==> src/rtl/pwmc_pkg.sv <==
`default_nettype none

package pwmc_pkg;

  localparam int COUNTER_WIDTH_DEF = 16;
  localparam int MISSED_WIDTH_DEF  = 8;

  localparam int CFG_INDEX_WIDTH = 1;

  typedef enum logic [CFG_INDEX_WIDTH-1:0] {
    CFG_AUTO_RELOAD  = 1'b0,
    CFG_MISSED_LIMIT = 1'b1
  } cfg_index_t;

  typedef enum logic {
    FUNC_EDGE   = 1'b0,
    FUNC_UPDATE = 1'b1
  } func_t;

  localparam int MISSED_LIMIT_RST = 3;

endpackage

`default_nettype wire

==> src/rtl/pwmc_meas.sv <==
`default_nettype none

module pwmc_meas #(
  parameter int COUNTER_WIDTH = pwmc_pkg::COUNTER_WIDTH_DEF,
  parameter int MISSED_WIDTH  = pwmc_pkg::MISSED_WIDTH_DEF
) (
  input  wire                      clk,
  input  wire                      rst,
  input  wire                      step,
  input  wire                      func,
  input  wire  [COUNTER_WIDTH-1:0] counter_value,
  input  wire                      pin_level,
  input  wire  [COUNTER_WIDTH-1:0] auto_reload,
  input  wire  [MISSED_WIDTH-1:0]  missed_limit,
  output logic [COUNTER_WIDTH:0]   res_period,
  output logic [COUNTER_WIDTH-1:0] res_duty,
  output logic                     res_timeout
);
  import pwmc_pkg::*;

  logic [COUNTER_WIDTH-1:0] last_count, last_count_next;
  logic [COUNTER_WIDTH-1:0] duty_store, duty_store_next;
  logic [COUNTER_WIDTH:0]   period_store, period_store_next;
  logic [MISSED_WIDTH-1:0]  missed_count, missed_count_next;
  logic                     capture_started, capture_started_next;

  logic [COUNTER_WIDTH-1:0] diff;
  logic [COUNTER_WIDTH:0]   reload_p1;
  logic [COUNTER_WIDTH:0]   wrap_sum;
  logic [COUNTER_WIDTH-1:0] elapsed;
  logic [COUNTER_WIDTH:0]   period_sum;
  logic [MISSED_WIDTH-1:0]  missed_inc;
  logic                     fired;

  // Elapsed ticks since the previous edge, wrapped at auto_reload + 1.
  always_comb begin
    diff      = counter_value - last_count;
    reload_p1 = {1'b0, auto_reload} + {{COUNTER_WIDTH{1'b0}}, 1'b1};
    wrap_sum  = {1'b0, diff} + reload_p1;
    if (counter_value < last_count) begin
      elapsed = wrap_sum[COUNTER_WIDTH-1:0];
    end else begin
      elapsed = diff;
    end
    period_sum = {1'b0, elapsed} + {1'b0, duty_store};
    missed_inc = missed_count + {{(MISSED_WIDTH-1){1'b0}}, 1'b1};
  end

  always_comb begin
    last_count_next      = last_count;
    duty_store_next      = duty_store;
    period_store_next    = period_store;
    missed_count_next    = missed_count;
    capture_started_next = capture_started;
    fired                = 1'b0;
    case (func_t'(func))
      FUNC_EDGE: begin
        missed_count_next = '0;
        last_count_next   = counter_value;
        if (last_count != '0) begin
          capture_started_next = 1'b1;
          if (pin_level) begin
            if (duty_store != '0) begin
              period_store_next = period_sum;
            end
          end else begin
            duty_store_next = elapsed;
          end
        end
      end
      FUNC_UPDATE: begin
        if (capture_started && (missed_count != missed_limit)) begin
          missed_count_next = missed_inc;
          if (missed_inc == missed_limit) begin
            period_store_next = '0;
            duty_store_next   = '0;
            fired             = 1'b1;
          end
        end
      end
      default: begin
        fired = 1'b0;
      end
    endcase
  end

  always_ff @(posedge clk) begin
    if (rst) begin
      last_count      <= '0;
      duty_store      <= '0;
      period_store    <= '0;
      missed_count    <= '0;
      capture_started <= 1'b0;
    end else if (step) begin
      last_count      <= last_count_next;
      duty_store      <= duty_store_next;
      period_store    <= period_store_next;
      missed_count    <= missed_count_next;
      capture_started <= capture_started_next;
    end
  end

  assign res_period  = period_store_next;
  assign res_duty    = duty_store_next;
  assign res_timeout = fired;

endmodule

`default_nettype wire

==> src/rtl/pwm_edge_capture_timeout.sv <==
// Each item passes the input register, then the output register that
// offers its result. Throughput: one item per cycle while the output
// accepts; each item sees the measurement state left by the one before.
// Reset: synchronous and active high; it empties both pipeline registers,
// clears all measurements and loads the register reset values.
`default_nettype none

module pwm_edge_capture_timeout #(
  parameter int COUNTER_WIDTH = pwmc_pkg::COUNTER_WIDTH_DEF,
  parameter int MISSED_WIDTH  = pwmc_pkg::MISSED_WIDTH_DEF,
  localparam int CfgWidth = (COUNTER_WIDTH > MISSED_WIDTH) ? COUNTER_WIDTH : MISSED_WIDTH
) (
  input  wire                                    clk,
  input  wire                                    rst,
  input  wire                                    cfg_we,
  input  wire  [pwmc_pkg::CFG_INDEX_WIDTH-1:0]   cfg_index,
  input  wire  [CfgWidth-1:0]                    cfg_data,
  input  wire                                    in_valid,
  output logic                                   in_ready,
  input  wire                                    func,
  input  wire  [COUNTER_WIDTH-1:0]               counter_value,
  input  wire                                    pin_level,
  output logic                                   out_valid,
  input  wire                                    out_ready,
  output logic [COUNTER_WIDTH:0]                 period_ticks,
  output logic [COUNTER_WIDTH-1:0]               duty_ticks,
  output logic                                   timeout
);
  import pwmc_pkg::*;

  logic [COUNTER_WIDTH-1:0] auto_reload;
  logic [MISSED_WIDTH-1:0]  missed_limit;

  logic                     s1_valid;
  logic                     s1_func;
  logic [COUNTER_WIDTH-1:0] s1_count;
  logic                     s1_level;
  logic                     s1_go;

  logic [COUNTER_WIDTH:0]   res_period;
  logic [COUNTER_WIDTH-1:0] res_duty;
  logic                     res_timeout;

  always_ff @(posedge clk) begin
    if (rst) begin
      auto_reload  <= '1;
      missed_limit <= MISSED_WIDTH'(MISSED_LIMIT_RST);
    end else if (cfg_we) begin
      case (cfg_index_t'(cfg_index))
        CFG_AUTO_RELOAD:  auto_reload  <= cfg_data[COUNTER_WIDTH-1:0];
        CFG_MISSED_LIMIT: missed_limit <= cfg_data[MISSED_WIDTH-1:0];
        default: begin
          auto_reload <= auto_reload;
        end
      endcase
    end
  end

  assign s1_go    = !out_valid || out_ready;
  assign in_ready = !s1_valid || s1_go;

  always_ff @(posedge clk) begin
    if (rst) begin
      s1_valid <= 1'b0;
    end else if (in_ready) begin
      s1_valid <= in_valid;
    end
  end

  always_ff @(posedge clk) begin
    if (in_ready && in_valid) begin
      s1_func  <= func;
      s1_count <= counter_value;
      s1_level <= pin_level;
    end
  end

  pwmc_meas #(
    .COUNTER_WIDTH(COUNTER_WIDTH),
    .MISSED_WIDTH (MISSED_WIDTH)
  ) u_meas (
    .clk          (clk),
    .rst          (rst),
    .step         (s1_valid && s1_go),
    .func         (s1_func),
    .counter_value(s1_count),
    .pin_level    (s1_level),
    .auto_reload  (auto_reload),
    .missed_limit (missed_limit),
    .res_period   (res_period),
    .res_duty     (res_duty),
    .res_timeout  (res_timeout)
  );

  always_ff @(posedge clk) begin
    if (rst) begin
      out_valid <= 1'b0;
    end else if (s1_go) begin
      out_valid <= s1_valid;
    end
  end

  always_ff @(posedge clk) begin
    if (s1_go && s1_valid) begin
      period_ticks <= res_period;
      duty_ticks   <= res_duty;
      timeout      <= res_timeout;
    end
  end

endmodule

`default_nettype wire

==> config.mk <==
export PLATFORM = sky130hd
export DESIGN_NAME = pwm_edge_capture_timeout
export DESIGN_NICKNAME = d
export VERILOG_FILES = /design/src/rtl/pwmc_pkg.sv /design/src/rtl/pwmc_meas.sv /design/src/rtl/pwm_edge_capture_timeout.sv
export SDC_FILE = /design/constraint.sdc
export NUM_CORES = 1
export LEC_CHECK = 0
export BUFFER_PORTS_ARGS = -buffer_cell sky130_fd_sc_hd__buf_4
export CAP_MARGIN = 15
export CORE_MARGIN = 4
export CORE_UTILIZATION = 60
export CTS_BUF_LIST = sky130_fd_sc_hd__clkbuf_16
export DETAILED_ROUTE_END_ITERATION = 12
export PLACE_DENSITY_LB_ADDON = 0.1
export SYNTH_ARGS = -nofsm -noshare
export SYNTH_HDL_FRONTEND = slang
export SYNTH_HIERARCHICAL = 1
export SYNTH_SLANG_ARGS = --single-unit
==> constraint.sdc <==
create_clock -name clk -period 5.5 [get_ports clk]
set_input_delay 0.275 -clock clk [delete_from_list [all_inputs] [get_ports clk]]
set_output_delay 0.275 -clock clk [all_outputs]
set_load 0.02 [all_outputs]
==> out/metrics.cfg, run 1 <==
[outcome]
status = finished, final reports clean

[timing]
relSlewSlack = 0.2341
worstMarginPinSlew_ns = 1.144
setup_violations = 0
hold_ws_ns = 0.01784
maxSlewViolCount = 0
period_share = 0.9578
fin_skew_ns = 0.01305
hold_viol = 0
tns_ns = 0
fin_crit_ns = 5.268
fmax_ghz = 0.1898

[critical_path]
cp-end-kind = flop
cpMostUsedCell = inv_1
cp.arrival_ns = 5.43
slowest_delay_ns = 0.40
cp_top_family = compound AO/OA/AOI/OAI gates
cpMaxStageDelayCell = fa_2
rrSetupSlack_ns = 0.23
r2r_end = period_ticks[15]$_DFFE_PP_
cp_max_fo = 4
worst_setup_path_start_kind = flop
cp.depth = 25
crit_required_ns = 5.66
path_buf_inv = 4
critPathKind = flop to flop
r2r_cells = 25
rr_startpoint = s1_count[0]$_DFFE_PP_

[detailed_routing]
drt_iter0_drc = 610
first_pass_iters = 6
routed_wl_mm = 19.87
dr_total_vias = 6702
wl_met3_mm = 1.127
drcViolationCount = 0
wl_met2_mm = 9.684
drt-met1-wl_mm = 8.700
drtAntennaViolNets = 0
via_per_inst = 5.957
wl_per_cell_um = 17.66
topRoutingLayerUsed = met4

[synth]
synth_cell_types = 67
muxShareOfSynthArea = 0.03091
netlist_area_sq_um = 7854
syn_nets = 964
synth_seq_area_share = 0.4129
synthTopCellsByArea = dfxtp_1 21%, edfxtp_1 20%, ha_1 8.1%, nand2_1 4.7%, a21oi_1 4.7%
async_reset_ff_frac = 0
yosysMostFrequentCell = nand2_1
synth_top_family_by_area = compound AO/OA/AOI/OAI gates
yosys_warnings = 6
synth_adder_area_share = 0.08890
synth-main-ff-cell = dfxtp_1
synth_compound_area_frac = 0.1945
synthTopCellsByCount = 99 x nand2_1, 86 x nor2_1, 84 x dfxtp_1
synth_top_area_share = 0.2141
synth_edf_count = 52
synthCells = 870
avgSynthCellArea_sq_um = 9.027
synth-xor-area-share = 0.05687
synth_top_area_cell = dfxtp_1
yosys.area_share.simple = 0.1678
ys_ff_latch = 136

[power_and_ir_drop]
switchingPower_mw = 0.9387
finalPower_mw = 3.153
ir_worst_vdd_v = 0.0003879
seqPwrFrac = 0.357
switching_share = 0.2977
power.leakage_nw = 3.593
powerDensity_nw_per_um2 = 341.3
clkPwrFrac = 0.388
intPower_mw = 2.214
pwr-share-comb = 0.255

[clocking]
root_buffer = clkbuf_16
clk_pin_slew_ns = 0.06
clock-sinks = 136
htreeDepth = 4
cts_tree = yes
cts_hold_buffers = 0
cts_buffers = 17
insertion_delay_ns = 0.43
cts_buffer_depth = 2

[flow_run]
cap_violations = 0

[floorplanning]
die_h_um = 122.4
core_sq_um = 12720
io_pins = 76
fp.dieArea_sq_um = 14980
initial_core_util = 0.6173
die_w_um = 122.4
rows = 41

[place]
gp_congestion = 0.9354
port_buffers = 75
dpl_cell_area_sq_um = 8518
hpwl_mm = 14.31

[min_path]
holdPathStages = 1
hold_class = primary input to flop
holdPathEnd = s1_count[11]$_DFFE_PP_
min_from = counter_value[11]

[global_route]
grt_overflow = 0
grt_pass1_wl_mm = 32.01
grt_max_degree = 92
grt_antenna_before_repair = 0
grt_use_total = 0.2734
grt_pass1_vias = 6500

[cells_and_area]
final_cell_area_sq_um = 9238
fin_util = 0.7261
final_nets = 1034
syn_to_final_growth_pct = 17.62
drive_above_1_share = 0.1553
antennaDiodeCount = 0

worst register-to-register path, delay by kind of cell, from the launching register on:
| family | cells | cell delay (ns) |
|---|---|---|
| compound gates | 12 | 2.12 |
| fa+ha+maj | 4 | 1.15 |
| xor+xnor | 3 | 0.55 |
| flops | 1 | 0.39 |
| buf+inv | 4 | 0.33 |
| mux | 1 | 0.26 |
| simple gates | 1 | 0.21 |
through the flow:
step	cells	worst slack, ns
floorplan	870	0.6962
global placement	1091	0.1487
detailed placement	1091	-0.04720
CTS	1123	0.02761
global route	1125	-0.02949
finish	1125	0.2324
power groups by stage:
stage	Sequential, mW	Clock [mW]	Combinational (mW)
2_1_floorplan	1.16	0	0.539
3_5_place_dp	1.15	0	0.764
5_1_grt	1.13	1.28	0.885
6_report	1.13	1.22	0.803
3_3_place_gp	1.15	0	0.756
4_1_cts	1.13	1.24	0.771
placed cells by master, fill, tap and decap left out, types with 5 or more instances in the layout:
| master | instances |
|---|---|
| nor4_1 | 12 |
| o21bai_1 | 7 |
| xnor2_1 | 32 |
| buf_4 | 85 |
| mux2i_1 | 21 |
| inv_1 | 55 |
| nand2_1 | 99 |
| o32ai_1 | 5 |
| a21o_1 | 8 |
| o211ai_1 | 9 |
| nor2b_1 | 5 |
| a22o_1 | 21 |
| bufinv_16 | 5 |
| nand3_1 | 23 |
| xor2_1 | 18 |
| nand4_1 | 7 |
| nor3_1 | 20 |
| a21oi_1 | 70 |
| nor2_1 | 86 |
| a211oi_1 | 5 |
| edfxtp_1 | 52 |
| dfxtp_1 | 84 |
| ha_1 | 51 |
| o21a_1 | 11 |
| and3_1 | 5 |
| o21ai_0 | 44 |
| clkbuf_16 | 17 |
state kept, by name, indices dropped and copies added, names as in the netlist:
| name | cells |
|---|---|
| auto_reload | 16 |
| period_ticks | 17 |
| u_meas/duty_store | 16 |
| s1_level | 1 |
| s1_valid | 1 |
| duty_ticks | 16 |
| u_meas/period_store | 17 |
| missed_limit | 8 |
| u_meas/missed_count | 8 |
| timeout | 1 |
| s1_count | 16 |
| u_meas/capture_started | 1 |
| s1_func | 1 |
| u_meas/last_count | 16 |
| out_valid | 1 |
what timing repair did:
| action | CTS | global route |
|---|---|---|
| setup buffers | 0 | 2 |
| endpoints found under the setup margin | 2 | 16 |
| pin swaps | 0 | 2 |
| resized for setup | 1 | 18 |
| cloned | 0 | 0 |
routing by layer:
layer,vias to the layer above,global-route usage
met5,-,0
met4,0,0.09447
met3,30,0.05346
met2,237,0.4565
met1,3168,0.3555
li1,3267,-
how the worst max path moves through the flow:
stage                     startpoint                         end
2_1_floorplan  s1_count[0]$_DFFE_PP_  period_ticks[15]$_DFFE_PP_
3_5_place_dp   s1_count[0]$_DFFE_PP_  period_ticks[15]$_DFFE_PP_
3_3_place_gp   s1_count[0]$_DFFE_PP_  period_ticks[15]$_DFFE_PP_
6_report       s1_count[0]$_DFFE_PP_  period_ticks[15]$_DFFE_PP_
5_1_grt        s1_count[0]$_DFFE_PP_  period_ticks[15]$_DFFE_PP_
4_1_cts        s1_count[0]$_DFFE_PP_  period_ticks[15]$_DFFE_PP_
cells by family after synthesis:
group,count (synthesis)
simple gates,286
compound gates,231
flops,136
buf+inv,88
fa+ha+maj,54
xor+xnor,51
mux,24
cell type report:
type,count,area (sq um)
timing repair buffer,85,638.1
tap,172,215.2
sequential,136,3243
clock inverter,15,209.0
fill,964,3485
clock buffer,17,425.4
inverter,54,202.7
multi-input combinational,646,4304
Power figures use the tool's default switching activity.
==> run 2, diff against run 1 <==
CORE_UTILIZATION = 35   (was 60)
==> out/metrics.cfg, run 2 (same netlist as run 1, synthesis figures left out) <==
[cells_and_area]
syn_to_final_growth_pct = 19.79
antennaDiodeCount = 0  ; unchanged
final_nets = 1043  ; +0.87%
layout_common_cells = 99 x nand2_1, 94 x buf_4, 85 x nor2_1
final_cells = 1242  ; +10%
final_common_cell = nand2_1
top_regs = period_ticks x17, u_meas/period_store x17
drive_above_1_share = 0.1715  ; +0.01622

[timing]
hold_viol = 0  ; unchanged
fin_skew_ns = 0.01361  ; +0.0005628 ns
fin_crit_ns = 5.297  ; +0.02938 ns
relSlewSlack = 0.3683  ; +0.1342
setup_violations = 0  ; unchanged
rsz0062_at_grt = true
fin_ws_ns = 0.2030  ; -0.02938 ns
worstMarginPinSlew_ns = 0.9440  ; -0.1997 ns
period_share = 0.9631  ; +0.005343
fmax_ghz = 0.1888  ; -0.55%
maxSlewViolCount = 0  ; unchanged

[clocking]
clk_pin_slew_ns = 0.06  ; about the same
cts_hold_buffers = 0  ; unchanged
htreeDepth = 4  ; unchanged
cts_buffer_depth = 2  ; unchanged
clock-sinks = 136  ; unchanged
cts_tree = yes
insertion_delay_ns = 0.42  ; about the same
cts_buffers = 17  ; unchanged
root_buffer = clkbuf_16

[global_route]
grt_pass1_wl_mm = 33.71  ; +5.3%
grt_use_total = 0.1709  ; -0.1025
grt_antenna_before_repair = 0  ; unchanged
grt_pass1_vias = 6240  ; -4.0%
grt_overflow = 0  ; unchanged
grt_max_degree = 56  ; -39%

[detailed_routing]
wl_per_cell_um = 16.97  ; -3.9%
routed_wl_mm = 21.08  ; +6.1%
via_per_inst = 5.255  ; -12%
dr_total_vias = 6527  ; -2.6%
drcViolationCount = 0  ; unchanged
first_pass_iters = 4  ; -2
drtAntennaViolNets = 0  ; unchanged
drt_iter0_drc = 396  ; -35%

[floorplanning]
initial_core_util = 0.3577  ; -0.2597
die_h_um = 157.8  ; +29%
io_pins = 76  ; unchanged
rows = 54  ; +32%
fp.dieArea_sq_um = 24900  ; +66%
die_w_um = 157.8  ; +29%
core_sq_um = 21960  ; +73%

[flow_run]
cap_violations = 0  ; unchanged

[place]
placed_cells = 1209  ; +11%
dpl_worst_slack_ns = -0.1380  ; -0.09075 ns
port_buffers = 75  ; unchanged
hpwl_mm = 15.46  ; +8.0%
gp_congestion = 0.8459  ; -9.6%

[power_and_ir_drop]
finalPower_mw = 3.066  ; -2.8%
powerDensity_nw_per_um2 = 325.9  ; -4.5%
ir_worst_vdd_v = 0.0001991  ; -49%
power.leakage_nw = 3.609  ; +0.47%

[outcome]
status = finished, final reports clean

[critical_path]
cp_max_fo = 4  ; unchanged
cp.arrival_ns = 5.45  ; +0.02 ns
worst_setup_path_start_kind = flop
crit_required_ns = 5.65  ; about the same
critPathKind = flop to flop
cp-end-kind = flop

[min_path]
hold_class = primary input to flop

## run 2: what timing repair did
| item | 4_1_cts | 5_1_grt |
|---|---|---|
| buffers inserted | 0 | 1 |
| cloned | 0 | 0 |
| setup endpoints to repair | 3 | 10 |
| pin swaps | 0 | 6 |
| gates resized for setup | 3 | 22 |
## run 2: worst max-delay path, stage by stage (launching register included)
cell       delay [ns]
edfxtp_1         0.38
inv_1            0.07
ha_1             0.15
inv_1            0.06
fa_1             0.43
a211oi_2         0.28
o21bai_1         0.10
a21oi_1          0.16
xnor2_1          0.11
ha_1             0.22
or4_1            0.54
o211ai_1         0.41
a21boi_1         0.15
nor2_1           0.13
xnor2_1          0.07
mux2i_1          0.19
inv_1            0.07
ha_1             0.30
buf_4            0.16
nand3_1          0.12
o2111ai_2        0.18
a31o_2           0.29
a21oi_4          0.16
xor2_2           0.20
o21ai_0          0.10
## run 2: stage by stage
stage                     setup TNS [ns]  hold WS (ns)  cell area, sq um  utilization
after CTS                              0       0.01190              9301       0.4236
final                                  0       0.02894              9408       0.4284
after global routing             -0.1157       0.01074              9408       0.4284
after detailed placement         -0.3031        0.4506              8731       0.3976
after global placement           -0.1326        0.4455              8731       0.3976
after floorplan                        0        0.3739              7854            -
## run 2: where the power goes
group / total, mW / leakage [nW] / switching (mW) / internal [mW]
Combinational: 0.836 / 2.15 / 0.499 / 0.337
Sequential: 1.13 / 1.19 / 0.0297 / 1.10
Clock: 1.10 / 0.264 / 0.508 / 0.596
Total: 3.07 / 3.61 / 1.04 / 2.03
## run 2: layout make-up
type	instances	area [sq um]
Fill cell	2172	12550
Multi-Input combinational cell	646	4347
Sequential cell	136	3243
Timing Repair Buffer	94	705.7
Clock buffer	17	425.4
Tap cell	280	350.3
Inverter	54	202.7
Clock inverter	15	133.9
## run 2: path summary, 6_finish.rpt
path,from,end,slack (ns),cells after the start
max,s1_count[0]$_DFFE_PP_,period_ticks[15]$_DFFE_PP_,0.20,24
min,counter_value[13],s1_count[13]$_DFFE_PP_,0.03,1
max reg2reg,s1_count[0]$_DFFE_PP_,period_ticks[15]$_DFFE_PP_,0.20,24
min reg2reg,u_meas/period_store[0]$_SDFFE_PP0P_,u_meas/period_store[0]$_SDFFE_PP0P_,0.46,2
## run 2: metal layers
metal | vias to the layer above | wire [um] | global-route usage
li1 | 3284 | - | -
met5 | - | 0 | 0
met1 | 3099 | 10590 | 0.2432
met3 | 15 | 768 | 0.02843
met4 | 0 | 239 | 0.04302
met2 | 129 | 9478 | 0.2708
